**src/sv/esl_pkg.sv**
```systemverilog
// esl_pkg: shared types and constants for the slew limited pulse generator
package esl_pkg;

	localparam int PULSE_FRAC_BITS = 8;
	localparam int TIME_BITS       = 32;
	localparam int POWER_FRAC_BITS = 14;
	localparam int PWR_SHIFT       = POWER_FRAC_BITS - PULSE_FRAC_BITS;

	localparam int US_W    = 12;
	localparam int PULSE_W = US_W + PULSE_FRAC_BITS;
	localparam int POWER_W = 16;
	localparam int RATE_W  = 16;
	localparam int DZ_W    = 10;
	localparam int STEP_W  = RATE_W + TIME_BITS;

	typedef logic [PULSE_W-1:0]          pulse_t;
	typedef logic signed [POWER_W-1:0]   power_t;
	typedef logic [TIME_BITS-1:0]        time_t;

	typedef logic [1:0] op_t;
	localparam op_t OP_SET  = 2'd0;
	localparam op_t OP_ADD  = 2'd1;
	localparam op_t OP_TICK = 2'd2;

	localparam logic [1:0] CFG_NEUTRAL  = 2'd0;
	localparam logic [1:0] CFG_SPAN     = 2'd1;
	localparam logic [1:0] CFG_RATE     = 2'd2;
	localparam logic [1:0] CFG_DEADZONE = 2'd3;

	localparam logic signed [POWER_W:0] POWER_ONE = (POWER_W+1)'(1) <<< POWER_FRAC_BITS;
	localparam pulse_t PULSE_MAX = '1;

	localparam logic [US_W-1:0]   NEUTRAL_RST  = 12'd1500;
	localparam logic [US_W-1:0]   SPAN_RST     = 12'd500;
	localparam logic [RATE_W-1:0] RATE_RST     = 16'd256;
	localparam logic [DZ_W-1:0]   DEADZONE_RST = 10'd0;
	localparam pulse_t PULSE_RST = {NEUTRAL_RST, {PULSE_FRAC_BITS{1'b0}}};

	typedef struct packed {
		logic [US_W-1:0]   neutral_pulse;
		logic [US_W-1:0]   pulse_span;
		logic [RATE_W-1:0] max_rate;
		logic [DZ_W-1:0]   deadzone_width;
	} cfg_t;

endpackage

```
**src/sv/esl_cfg.sv**
```systemverilog
// esl_cfg: configuration register file
module esl_cfg (
	input  logic              clk,
	input  logic              arst_n,
	input  logic              cfg_we,
	input  logic [1:0]        cfg_addr,
	input  logic [15:0]       cfg_wdata,
	output esl_pkg::cfg_t     cfg
);

	esl_pkg::cfg_t cfg_q;

	always_ff @(posedge clk or negedge arst_n) begin
		if (!arst_n) begin
			cfg_q.neutral_pulse  <= esl_pkg::NEUTRAL_RST;
			cfg_q.pulse_span     <= esl_pkg::SPAN_RST;
			cfg_q.max_rate       <= esl_pkg::RATE_RST;
			cfg_q.deadzone_width <= esl_pkg::DEADZONE_RST;
		end else if (cfg_we) begin
			case (cfg_addr)
				esl_pkg::CFG_NEUTRAL:  cfg_q.neutral_pulse  <= cfg_wdata[esl_pkg::US_W-1:0];
				esl_pkg::CFG_SPAN:     cfg_q.pulse_span     <= cfg_wdata[esl_pkg::US_W-1:0];
				esl_pkg::CFG_RATE:     cfg_q.max_rate       <= cfg_wdata[esl_pkg::RATE_W-1:0];
				esl_pkg::CFG_DEADZONE: cfg_q.deadzone_width <= cfg_wdata[esl_pkg::DZ_W-1:0];
				default: cfg_q <= cfg_q;
			endcase
		end
	end

	assign cfg = cfg_q;

endmodule

```
**src/sv/esl_target.sv**
```systemverilog
// esl_target: power clamp and mapping of power to the target pulse
module esl_target (
	input  logic              add_en,
	input  esl_pkg::power_t   power_value,
	input  esl_pkg::power_t   power_q,
	input  esl_pkg::cfg_t     cfg,
	output esl_pkg::power_t   power_new,
	output esl_pkg::pulse_t   target_new
);

	localparam int PROD_W = esl_pkg::US_W + 1 + esl_pkg::POWER_W;
	localparam int SUM_W  = esl_pkg::PULSE_W + 4;

	logic signed [esl_pkg::POWER_W:0] sum;
	logic signed [PROD_W-1:0]         prod;
	logic signed [PROD_W-1:0]         scaled;
	logic signed [SUM_W-1:0]          total;

	always_comb begin
		if (add_en) begin
			sum = (esl_pkg::POWER_W+1)'(power_q) + (esl_pkg::POWER_W+1)'(power_value);
		end else begin
			sum = (esl_pkg::POWER_W+1)'(power_value);
		end
		// clamp to plus or minus one
		if (sum > esl_pkg::POWER_ONE) begin
			power_new = esl_pkg::POWER_W'(esl_pkg::POWER_ONE);
		end else if (sum < -esl_pkg::POWER_ONE) begin
			power_new = esl_pkg::POWER_W'(-esl_pkg::POWER_ONE);
		end else begin
			power_new = sum[esl_pkg::POWER_W-1:0];
		end
		prod   = $signed({1'b0, cfg.pulse_span}) * power_new;
		// arithmetic shift rounds toward minus infinity
		scaled = prod >>> esl_pkg::PWR_SHIFT;
		total  = $signed({4'b0, cfg.neutral_pulse, {esl_pkg::PULSE_FRAC_BITS{1'b0}}})
			+ $signed(scaled[SUM_W-1:0]);
		if (total < 0) begin
			target_new = '0;
		end else if (total > $signed({4'b0, esl_pkg::PULSE_MAX})) begin
			target_new = esl_pkg::PULSE_MAX;
		end else begin
			target_new = total[esl_pkg::PULSE_W-1:0];
		end
	end

endmodule

```
**src/sv/esl_slew.sv**
```systemverilog
// esl_slew: slew step toward the target and deadzone kick for one tick
module esl_slew (
	input  esl_pkg::time_t    timestamp,
	input  esl_pkg::time_t    last_time,
	input  esl_pkg::pulse_t   current,
	input  esl_pkg::pulse_t   target,
	input  esl_pkg::cfg_t     cfg,
	output esl_pkg::pulse_t   current_new
);

	localparam int PW = esl_pkg::PULSE_W;

	esl_pkg::time_t               dt;
	logic [esl_pkg::STEP_W-1:0]   step;
	logic                         up;
	esl_pkg::pulse_t              ds;
	logic                         short_step;
	esl_pkg::pulse_t              moved;
	esl_pkg::pulse_t              neu;
	esl_pkg::pulse_t              diff;
	logic [PW-1:0]                dz;
	logic [PW:0]                  kick_hi;
	logic signed [PW:0]           kick_lo;

	always_comb begin
		dt    = timestamp - last_time;
		step  = esl_pkg::STEP_W'(cfg.max_rate) * esl_pkg::STEP_W'(dt);
		up    = target > current;
		ds    = up ? target - current : current - target;
		short_step = (step[esl_pkg::STEP_W-1:PW] == '0) && (step[PW-1:0] < ds);
		if (!short_step) begin
			moved = target;
		end else if (up) begin
			moved = current + step[PW-1:0];
		end else begin
			moved = current - step[PW-1:0];
		end

		neu     = {cfg.neutral_pulse, {esl_pkg::PULSE_FRAC_BITS{1'b0}}};
		dz      = PW'({cfg.deadzone_width, {esl_pkg::PULSE_FRAC_BITS{1'b0}}});
		diff    = (moved > neu) ? moved - neu : neu - moved;
		kick_hi = {1'b0, neu} + {dz, 1'b0};
		kick_lo = $signed({1'b0, neu}) - $signed({dz, 1'b0});

		current_new = moved;
		if (dz > diff) begin
			if (target > neu) begin
				if ({1'b0, target} > kick_hi) begin
					current_new = kick_hi[PW-1:0];
				end
			end else if ($signed({1'b0, target}) < kick_lo) begin
				current_new = kick_lo[PW-1:0];
			end
		end
	end

endmodule

```
**src/sv/esc_slew_limiter_deadzone.sv**
```systemverilog
// esc_slew_limiter_deadzone: top level of the slew limited esc pulse generator
//
// A word is taken in every cycle when the output side keeps up. Each word is
// registered, then handled by the target or slew logic, which updates the
// state at the edge that moves the word on, so a following word sees it at
// once. A tick loads its result word into the result register at that
// same edge; set and add give none. A tick held in the input stage while
// the result register is full and not being read stalls the input, so the
// rate falls to the rate at which results are taken.
module esc_slew_limiter_deadzone (
	input  logic        clk,
	input  logic        arst_n,
	input  logic        s_tvalid,
	output logic        s_tready,
	input  logic [47:0] s_tdata,   // power_value[15:0], timestamp[47:16]
	input  logic [1:0]  s_tuser,   // operation[1:0]
	output logic        m_tvalid,
	input  logic        m_tready,
	output logic [23:0] m_tdata,   // pulse_us[11:0], target_pulse_us[23:12]
	input  logic        cfg_we,
	input  logic [1:0]  cfg_addr,
	input  logic [15:0] cfg_wdata
);

	localparam int PW = esl_pkg::PULSE_W;
	localparam int FB = esl_pkg::PULSE_FRAC_BITS;

	esl_pkg::cfg_t   cfg;

	logic            v_s1;
	esl_pkg::op_t    op_s1;
	esl_pkg::power_t power_s1;
	esl_pkg::time_t  ts_s1;

	esl_pkg::pulse_t current_q;
	esl_pkg::pulse_t target_q;
	esl_pkg::power_t power_q;
	esl_pkg::time_t  last_time_q;

	logic            out_valid_q;
	logic [23:0]     out_data_q;

	esl_pkg::power_t power_new;
	esl_pkg::pulse_t target_new;
	esl_pkg::pulse_t current_new;

	logic            is_tick;
	logic            out_free;
	logic            go;
	logic            take;

	esl_cfg u_cfg (
		.clk       (clk),
		.arst_n    (arst_n),
		.cfg_we    (cfg_we),
		.cfg_addr  (cfg_addr),
		.cfg_wdata (cfg_wdata),
		.cfg       (cfg)
	);

	esl_target u_target (
		.add_en      (op_s1 == esl_pkg::OP_ADD),
		.power_value (power_s1),
		.power_q     (power_q),
		.cfg         (cfg),
		.power_new   (power_new),
		.target_new  (target_new)
	);

	esl_slew u_slew (
		.timestamp   (ts_s1),
		.last_time   (last_time_q),
		.current     (current_q),
		.target      (target_q),
		.cfg         (cfg),
		.current_new (current_new)
	);

	assign is_tick  = op_s1 == esl_pkg::OP_TICK;
	assign out_free = !out_valid_q || m_tready;
	assign go       = v_s1 && (!is_tick || out_free);
	assign s_tready = !v_s1 || go;
	assign take     = s_tvalid && s_tready;

	always_ff @(posedge clk or negedge arst_n) begin
		if (!arst_n) begin
			v_s1 <= 1'b0;
		end else if (take) begin
			v_s1 <= 1'b1;
		end else if (go) begin
			v_s1 <= 1'b0;
		end
	end

	always_ff @(posedge clk) begin
		if (take) begin
			op_s1    <= s_tuser;
			power_s1 <= s_tdata[15:0];
			ts_s1    <= s_tdata[47:16];
		end
	end

	always_ff @(posedge clk or negedge arst_n) begin
		if (!arst_n) begin
			current_q   <= esl_pkg::PULSE_RST;
			target_q    <= esl_pkg::PULSE_RST;
			power_q     <= '0;
			last_time_q <= '0;
		end else if (go) begin
			if (op_s1 == esl_pkg::OP_SET || op_s1 == esl_pkg::OP_ADD) begin
				power_q  <= power_new;
				target_q <= target_new;
			end else if (is_tick) begin
				last_time_q <= ts_s1;
				current_q   <= current_new;
			end
		end
	end

	always_ff @(posedge clk or negedge arst_n) begin
		if (!arst_n) begin
			out_valid_q <= 1'b0;
		end else if (go && is_tick) begin
			out_valid_q <= 1'b1;
		end else if (m_tready) begin
			out_valid_q <= 1'b0;
		end
	end

	always_ff @(posedge clk) begin
		if (go && is_tick) begin
			out_data_q <= {target_q[PW-1:FB], current_new[PW-1:FB]};
		end
	end

	assign m_tvalid = out_valid_q;
	assign m_tdata  = out_data_q;

endmodule

```
**config.mk**
```make
export PLATFORM = sky130hd
export DESIGN_NAME = esc_slew_limiter_deadzone
export DESIGN_NICKNAME = d
export VERILOG_FILES = /design/src/sv/esl_pkg.sv /design/src/sv/esl_cfg.sv /design/src/sv/esl_target.sv /design/src/sv/esl_slew.sv /design/src/sv/esc_slew_limiter_deadzone.sv
export SDC_FILE = /design/constraint.sdc
export NUM_CORES = 2
export LEC_CHECK = 0
export BUFFER_PORTS_ARGS = -buffer_cell sky130_fd_sc_hd__buf_2
export CORE_ASPECT_RATIO = 1.1
export CORE_UTILIZATION = 32
export DETAILED_ROUTE_END_ITERATION = 6
export PLACE_DENSITY = 0.45
export SYNTH_ARGS = -nofsm -noshare
export SYNTH_HDL_FRONTEND = slang
export SYNTH_SLANG_ARGS = --single-unit
```
**constraint.sdc**
```tcl
create_clock -name clk -period 21.7 [get_ports clk]
set_input_delay 2.17 -clock clk [delete_from_list [all_inputs] [get_ports clk]]
set_output_delay 2.17 -clock clk [all_outputs]
set_load 0.1 [all_outputs]
```
Yosys cells after proc, flatten, opt, wreduce, memory -nomap -nowiden
Cells that the tools add are included.
{ "classes": {"n_bitwise": 1, "n_eq_ne": 5, "add_sub_neg": 11, "n_mul": 2, "muxes": 17, "magnitude_cmp": 11, "reduce_logical": 22} }
{ "ops": {"columns": ["op", "count"], "rows": [
  ["20-bit two-way mux", 10],
  ["20-bit subtractor", 5],
  ["20-bit greater-than comparator", 3],
  ["16-bit by 32-bit multiplier with 48-bit output", 1],
  ["16-bit two-way mux", 2],
  ["32-bit subtractor", 1],
  ["13-bit by 16-bit multiplier with 29-bit output", 1],
  ["28-bit zero test", 1],
  ["21-bit by 23-bit adder with 24-bit output", 1],
  ["24-bit by 21-bit greater-than comparator with 1-bit output, second input constant", 1],
  ["24-bit by 1-bit < comparator with 1-bit output, second input constant", 1],
  ["20-bit by 19-bit adder with 21-bit output", 1],
  ["20-bit by 21-bit greater-than comparator with 1-bit output", 1],
  ["21-bit < comparator", 1],
  ["20-bit by 19-bit subtractor with 21-bit output", 1],
  ["20-bit adder", 1],
  ["18-bit by 20-bit greater-than comparator with 1-bit output", 1],
  ["20-bit < comparator", 1],
  ["16-bit by 16-bit adder with 17-bit output", 1],
  ["17-bit by 16-bit greater-than comparator with 1-bit output, second input constant", 1],
  ["17-bit by 15-bit < comparator with 1-bit output, second input constant", 1],
  ["17-bit two-way mux", 1],
  ["2-bit AND reduction", 5],
  ["2-bit == test, second input constant", 3],
  ["9 further kinds", 23]
]} }
{ "totals": {"input_bits": 73, "out_inout_bits": 26, "elab_cells": 83, "ff_bits": 214} }

Logic depth before layout (Yosys ltp)
{ "depth": {"depth_word": 10, "ltp_mapped": 82, "ltp_nobuf": 79} }

Cells and area by module
Synthesis repeated with hierarchy kept, for this count alone.
{ "hier_totals": {"cells_unflattened": 4561, "hier_area_um2": 41633.7} }
{ "by_module_without_submodules": {"columns": ["mod", "seq_area_each_um2", "instances", "cells_each", "area_each_um2"], "rows": [
  ["esl_slew", 0.0, 1, 3080, 24659.9],
  ["esl_target", 0.0, 1, 1102, 9136.3],
  ["esc_slew_limiter_deadzone", 4491.8, 1, 272, 5913.2],
  ["esl_cfg", 1268.7, 1, 107, 1924.3]
]} }

Least setup slack after synthesis
Ideal clock, no wire load.
{ "synth_path": {"path_kind": "register to register", "start": "reg ts_s1[0]", "end": "reg out_data_q[5], in the netlist m_tdata[5] (data pin)", "path_stages_with_launch": 78, "slack_ns": 6.415, "synth_period_minus_slack_ns": 15.285, "arrival_ns": 15.017, "n_path_buf": 5, "required_ns": 21.432, "setup_ns": 0.268, "path_cell_list": "edfxtp_1 -> inv_1 -> ha_1 -> inv_1 -> fa_1 -> a21o_1 -> a21oi_1 -> o21ai_0 -> a21oi_1 -> o21bai_1 -> a21oi_1 -> nand2b_1 -> a21oi_1 -> o211ai_1 -> a31oi_1 -> a211o_1 -> a31oi_1 -> a21oi_1 -> [... 42 more ...] -> nand3_1 -> clkbuf_8 -> a211oi_1 -> a21oi_1 -> a221oi_1 -> o21ai_0 -> xnor2_1 -> ha_1 -> nand4_1 -> o21ai_0 -> a21o_1 -> a21oi_1 -> a221o_1 -> a211oi_2 -> nand3_4 -> nor2_8 -> buf_12 -> o22ai_2"} }
{ "synth_between": {"elab_chain_cells": 9, "word_cells_on_any_way": 18, "cone_classes": "5 x add/sub; 1 x mul; 3 x order compare; 7 x mux; 2 x reduce/logical"} }
{ "synth_lines": {"columns": ["element", "line", "rtl"], "rows": [
  ["from (decl)", "esc_slew_limiter_deadzone.sv:33", "esl_pkg::time_t ts_s1;"],
  ["from (signal assigned)", "esc_slew_limiter_deadzone.sv:99", "ts_s1 <= s_tdata[47:16];"],
  ["32-bit subtractor *", "esl_slew.sv:26", "dt = timestamp - last_time;"],
  ["16-bit by 32-bit multiplier with 48-bit output *", "esl_slew.sv:27", "step = esl_pkg::STEP_W'(cfg.max_rate) * esl_pkg::STEP_W'(dt);"],
  ["20-bit subtractor, or another cell as far along", "esl_slew.sv:36", "moved = current - step[PW-1:0];"],
  ["20-bit two-way mux / 1-bit logical AND (equally long branches)", "esl_slew.sv:33, esl_slew.sv:30", null],
  ["20-bit two-way mux *", "esl_slew.sv:31", "if (!short_step) begin"],
  ["20-bit subtractor / 20-bit greater-than comparator (equally long branches)", "esl_slew.sv:41", "diff = (moved > neu) ? moved - neu : neu - moved;"],
  ["20-bit two-way mux", "esl_slew.sv:41", null],
  ["18-bit by 20-bit greater-than comparator with 1-bit output", "esl_slew.sv:46", "if (dz > diff) begin"],
  ["20-bit two-way mux *", "esl_slew.sv:46", null],
  ["via current_new[13]", "esc_slew_limiter_deadzone.sv:45", "esl_pkg::pulse_t current_new;"],
  ["to (signal assigned)", "esc_slew_limiter_deadzone.sv:132", "out_data_q <= {target_q[PW-1:FB], current_new[PW-1:FB]};"],
  ["to (decl)", "esc_slew_limiter_deadzone.sv:41", "logic [23:0] out_data_q;"]
]} }
The timed path passes the listed nets; every way through them passes the cells marked *.
A chain may end at the register's enable or synchronous reset.

Final worst setup path
{ "layout_path": {"start": "reg ts_s1[0]", "end": "reg out_data_q[3], in the netlist m_tdata[3] (data pin)"} }
Same word-level chain as after synthesis.

==> qor.yml <==
final-setup-viol-count: 0
detailedPlacementHpwl_um: 97300
synth_area_leaders: "fa_1 30%, ha_1 13%, dfrtp_1 6.9%"
critPathMaxFanout: 21
vias: 30954
grt_max_degree: 62
synth_top_area_share_pct: 29.8
rsz0062_at_grt: "no"
hold_violations: 0
cts_inserted_buffers: 28
cts_hold_buf: 0
synth.distinct_cells: 108
netlist_area_um2: 40600
grt_pass1_vias: 33673
seq_area_frac_synth_pct: 14.2
antenna_found_initial: 5
syn_nets: 5579
drive_above_1_share_pct: 8.54
finish.utilization_pct: 35.0
cp.required_ns: 22.11
fp.dieW_um: 342
clk_pin_slew_ns: 0.06
ant_nets: 0
highest_layer: "met5"
cp_slowest_stage_delay_ns: 0.55
h-tree-depth: 1
synthFlopType: "dfrtp_1"
core_um2: 125000
start_util_pct: 32.4
fmax_mhz: 57.4
cts-resized-gates: 0
met2_length_um: 63400
grt_pass1_wl_um: 197000
drt_pass1_iterations: 5
synth_cells: 4496
slew_headroom_pct: 26.1
syn_avg_cell_area_um2: 9.04
dieArea_um2: 128000
grt-ovfl-total: 0
fin_crit_ns: 17.42
clk_latency_ns: 0.60
drv_cap: 0
portBuffers: 98
track_usage_pct: 19.7
wire_per_inst_um: 19.9
ios: 99
synth_top_area_cell: "fa_1"
finalCritPeriodShare_pct: 80.3
synth_seq_cells: 214
die-height_um: 376
worstSetupPathType: "flop to flop"
cpMostUsedCell: "a21oi_1"
clock-sinks: 214
hold_class: "flop to flop"
synth_edf_count: 74
setup_tns_ns: 0
cts_tree: "built"
area_growth_pct: 7.99
route.met3.wl_um: 3350
gp_congestion: 0.917
wl_um: 123000
finalClockSkew_ns: 0.0253
tightestPinTransition_ns: 1.11
start_kind: "flop"
remaining_drc_errors: 0
via_per_inst: 5.00
cp-end-kind: "flop"
layout.nets: 5594
cpMaxStageDelayCell: "fa_1"
rows: 136
clockBufferDepth: 3
drv_slew: 0
met1_length_um: 53500
first_iter_violations: 1416
status: "finished, final reports clean"
postCtsSetupRepairBufs: 0
synthArstFlopShare_pct: 65.4
yosysWarnings: 0
cts-root-buf: "clkbuf_16"
worstPathArrival_ns: 17.83
-- worst max-delay path: cells and delay by family, from the launching register on --
kind	cells	cell delay, ns
and+or+nand+nor	19	4.06
buffers and inverters	7	0.78
DFF	1	0.36
xor gates and xnor gates	2	0.42
adders and majority gates	13	5.26
AOI/OAI and AO/OA	37	6.27
-- flip-flops by register name (all words and copies together) (netlist names) --
name	cells
m_tvalid	1
target_q	20
power_s1	16
u_cfg.cfg	50
current_q	20
v_s1	1
last_time_q	32
power_q	16
op_s1	2
m_tdata	24
ts_s1	32
-- cell type report --
class	instances	area, µm²
Clock buffer	40	817
Tap cell	1656	2070
Sequential cell	214	5760
Fill cell	13007	81500
Timing Repair Buffer	177	1090
Multi-Input combinational cell	3393	31400
Antenna cell	1	2.50
Inverter	697	2620
Clock inverter	12	155
-- Yosys cell counts (74+ instances only) --
cell,count
inv_1,694
nand2_1,653
fa_1,604
ha_1,406
and2_1,234
a21oi_1,195
clkbuf_1,160
o21ai_0,154
nor2_1,141
xnor2_1,129
dfrtp_1,112
a21o_1,94
edfxtp_1,74
-- metrics by stage --
step	area (µm²)	std cells	setup WS [ns]	hold WS, ns
6_report	43900	6190	4.28	0.483
5_1_grt	43900	6189	3.04	0.505
4_1_cts	43900	6189	4.42	0.487
3_5_place_dp	42900	6137	4.56	0.475
3_3_place_gp	42900	6137	4.83	0.467
2_1_floorplan	40600	4496	6.42	0.453
-- path summary, 6_finish.rpt --
check                                   to  slack [ns]  depth (start not counted)   startpoint
max                             m_tdata[3]        4.28                         78     ts_s1[0]
min                            power_q[11]        0.48                          2  power_q[11]
max reg2reg                     m_tdata[3]        4.28                         78     ts_s1[0]
min reg2reg                    power_q[11]        0.48                          2  power_q[11]
max in group asynchronous  last_time_q[12]       18.26                          3       arst_n
min in group asynchronous    current_q[17]        1.45                          1       arst_n
-- cell families (layout without fill, tap and decap cells) --
group / after synthesis / after routing / share of synthesized area (%)
other: 0 / 1 / 0
xor gates and xnor gates: 172 / 172 / 3.71
adders and majority gates: 1010 / 1010 / 42.3
DFF: 214 / 214 / 14.2
AOI/OAI and AO/OA: 756 / 756 / 12.5
and+or+nand+nor: 1365 / 1365 / 16.2
muxes: 90 / 90 / 2.43
buffers and inverters: 889 / 926 / 8.71
-- layer usage --
layer	vias up	GRT usage (%)
li1	14604	-
met1	15725	24.7
met2	463	36.3
met3	154	1.51
met4	8	4.86
met5	-	0
-- placed cells by master, fill, tap and decap left out, types with 28 or more instances in the layout --
master / n
nand3_1: 46
nand4_1: 37
nor2_1: 141
ha_1: 406
o21a_1: 43
inv_1: 694
a21o_1: 94
clkbuf_16: 29
buf_4: 79
dfstp_2: 28
and2_1: 234
nor2b_1: 53
o21bai_1: 34
edfxtp_1: 74
fa_1: 604
nand2_1: 653
mux2_2: 61
nand2b_1: 37
xnor2_1: 129
a21oi_1: 194
dfrtp_1: 110
buf_2: 97
o21ai_0: 154
xor2_1: 43
nor3_1: 41
Power is left out: the tool's default activity adds up to more than one toggle a clock period on the data nets, which glitch-free logic cannot reach.
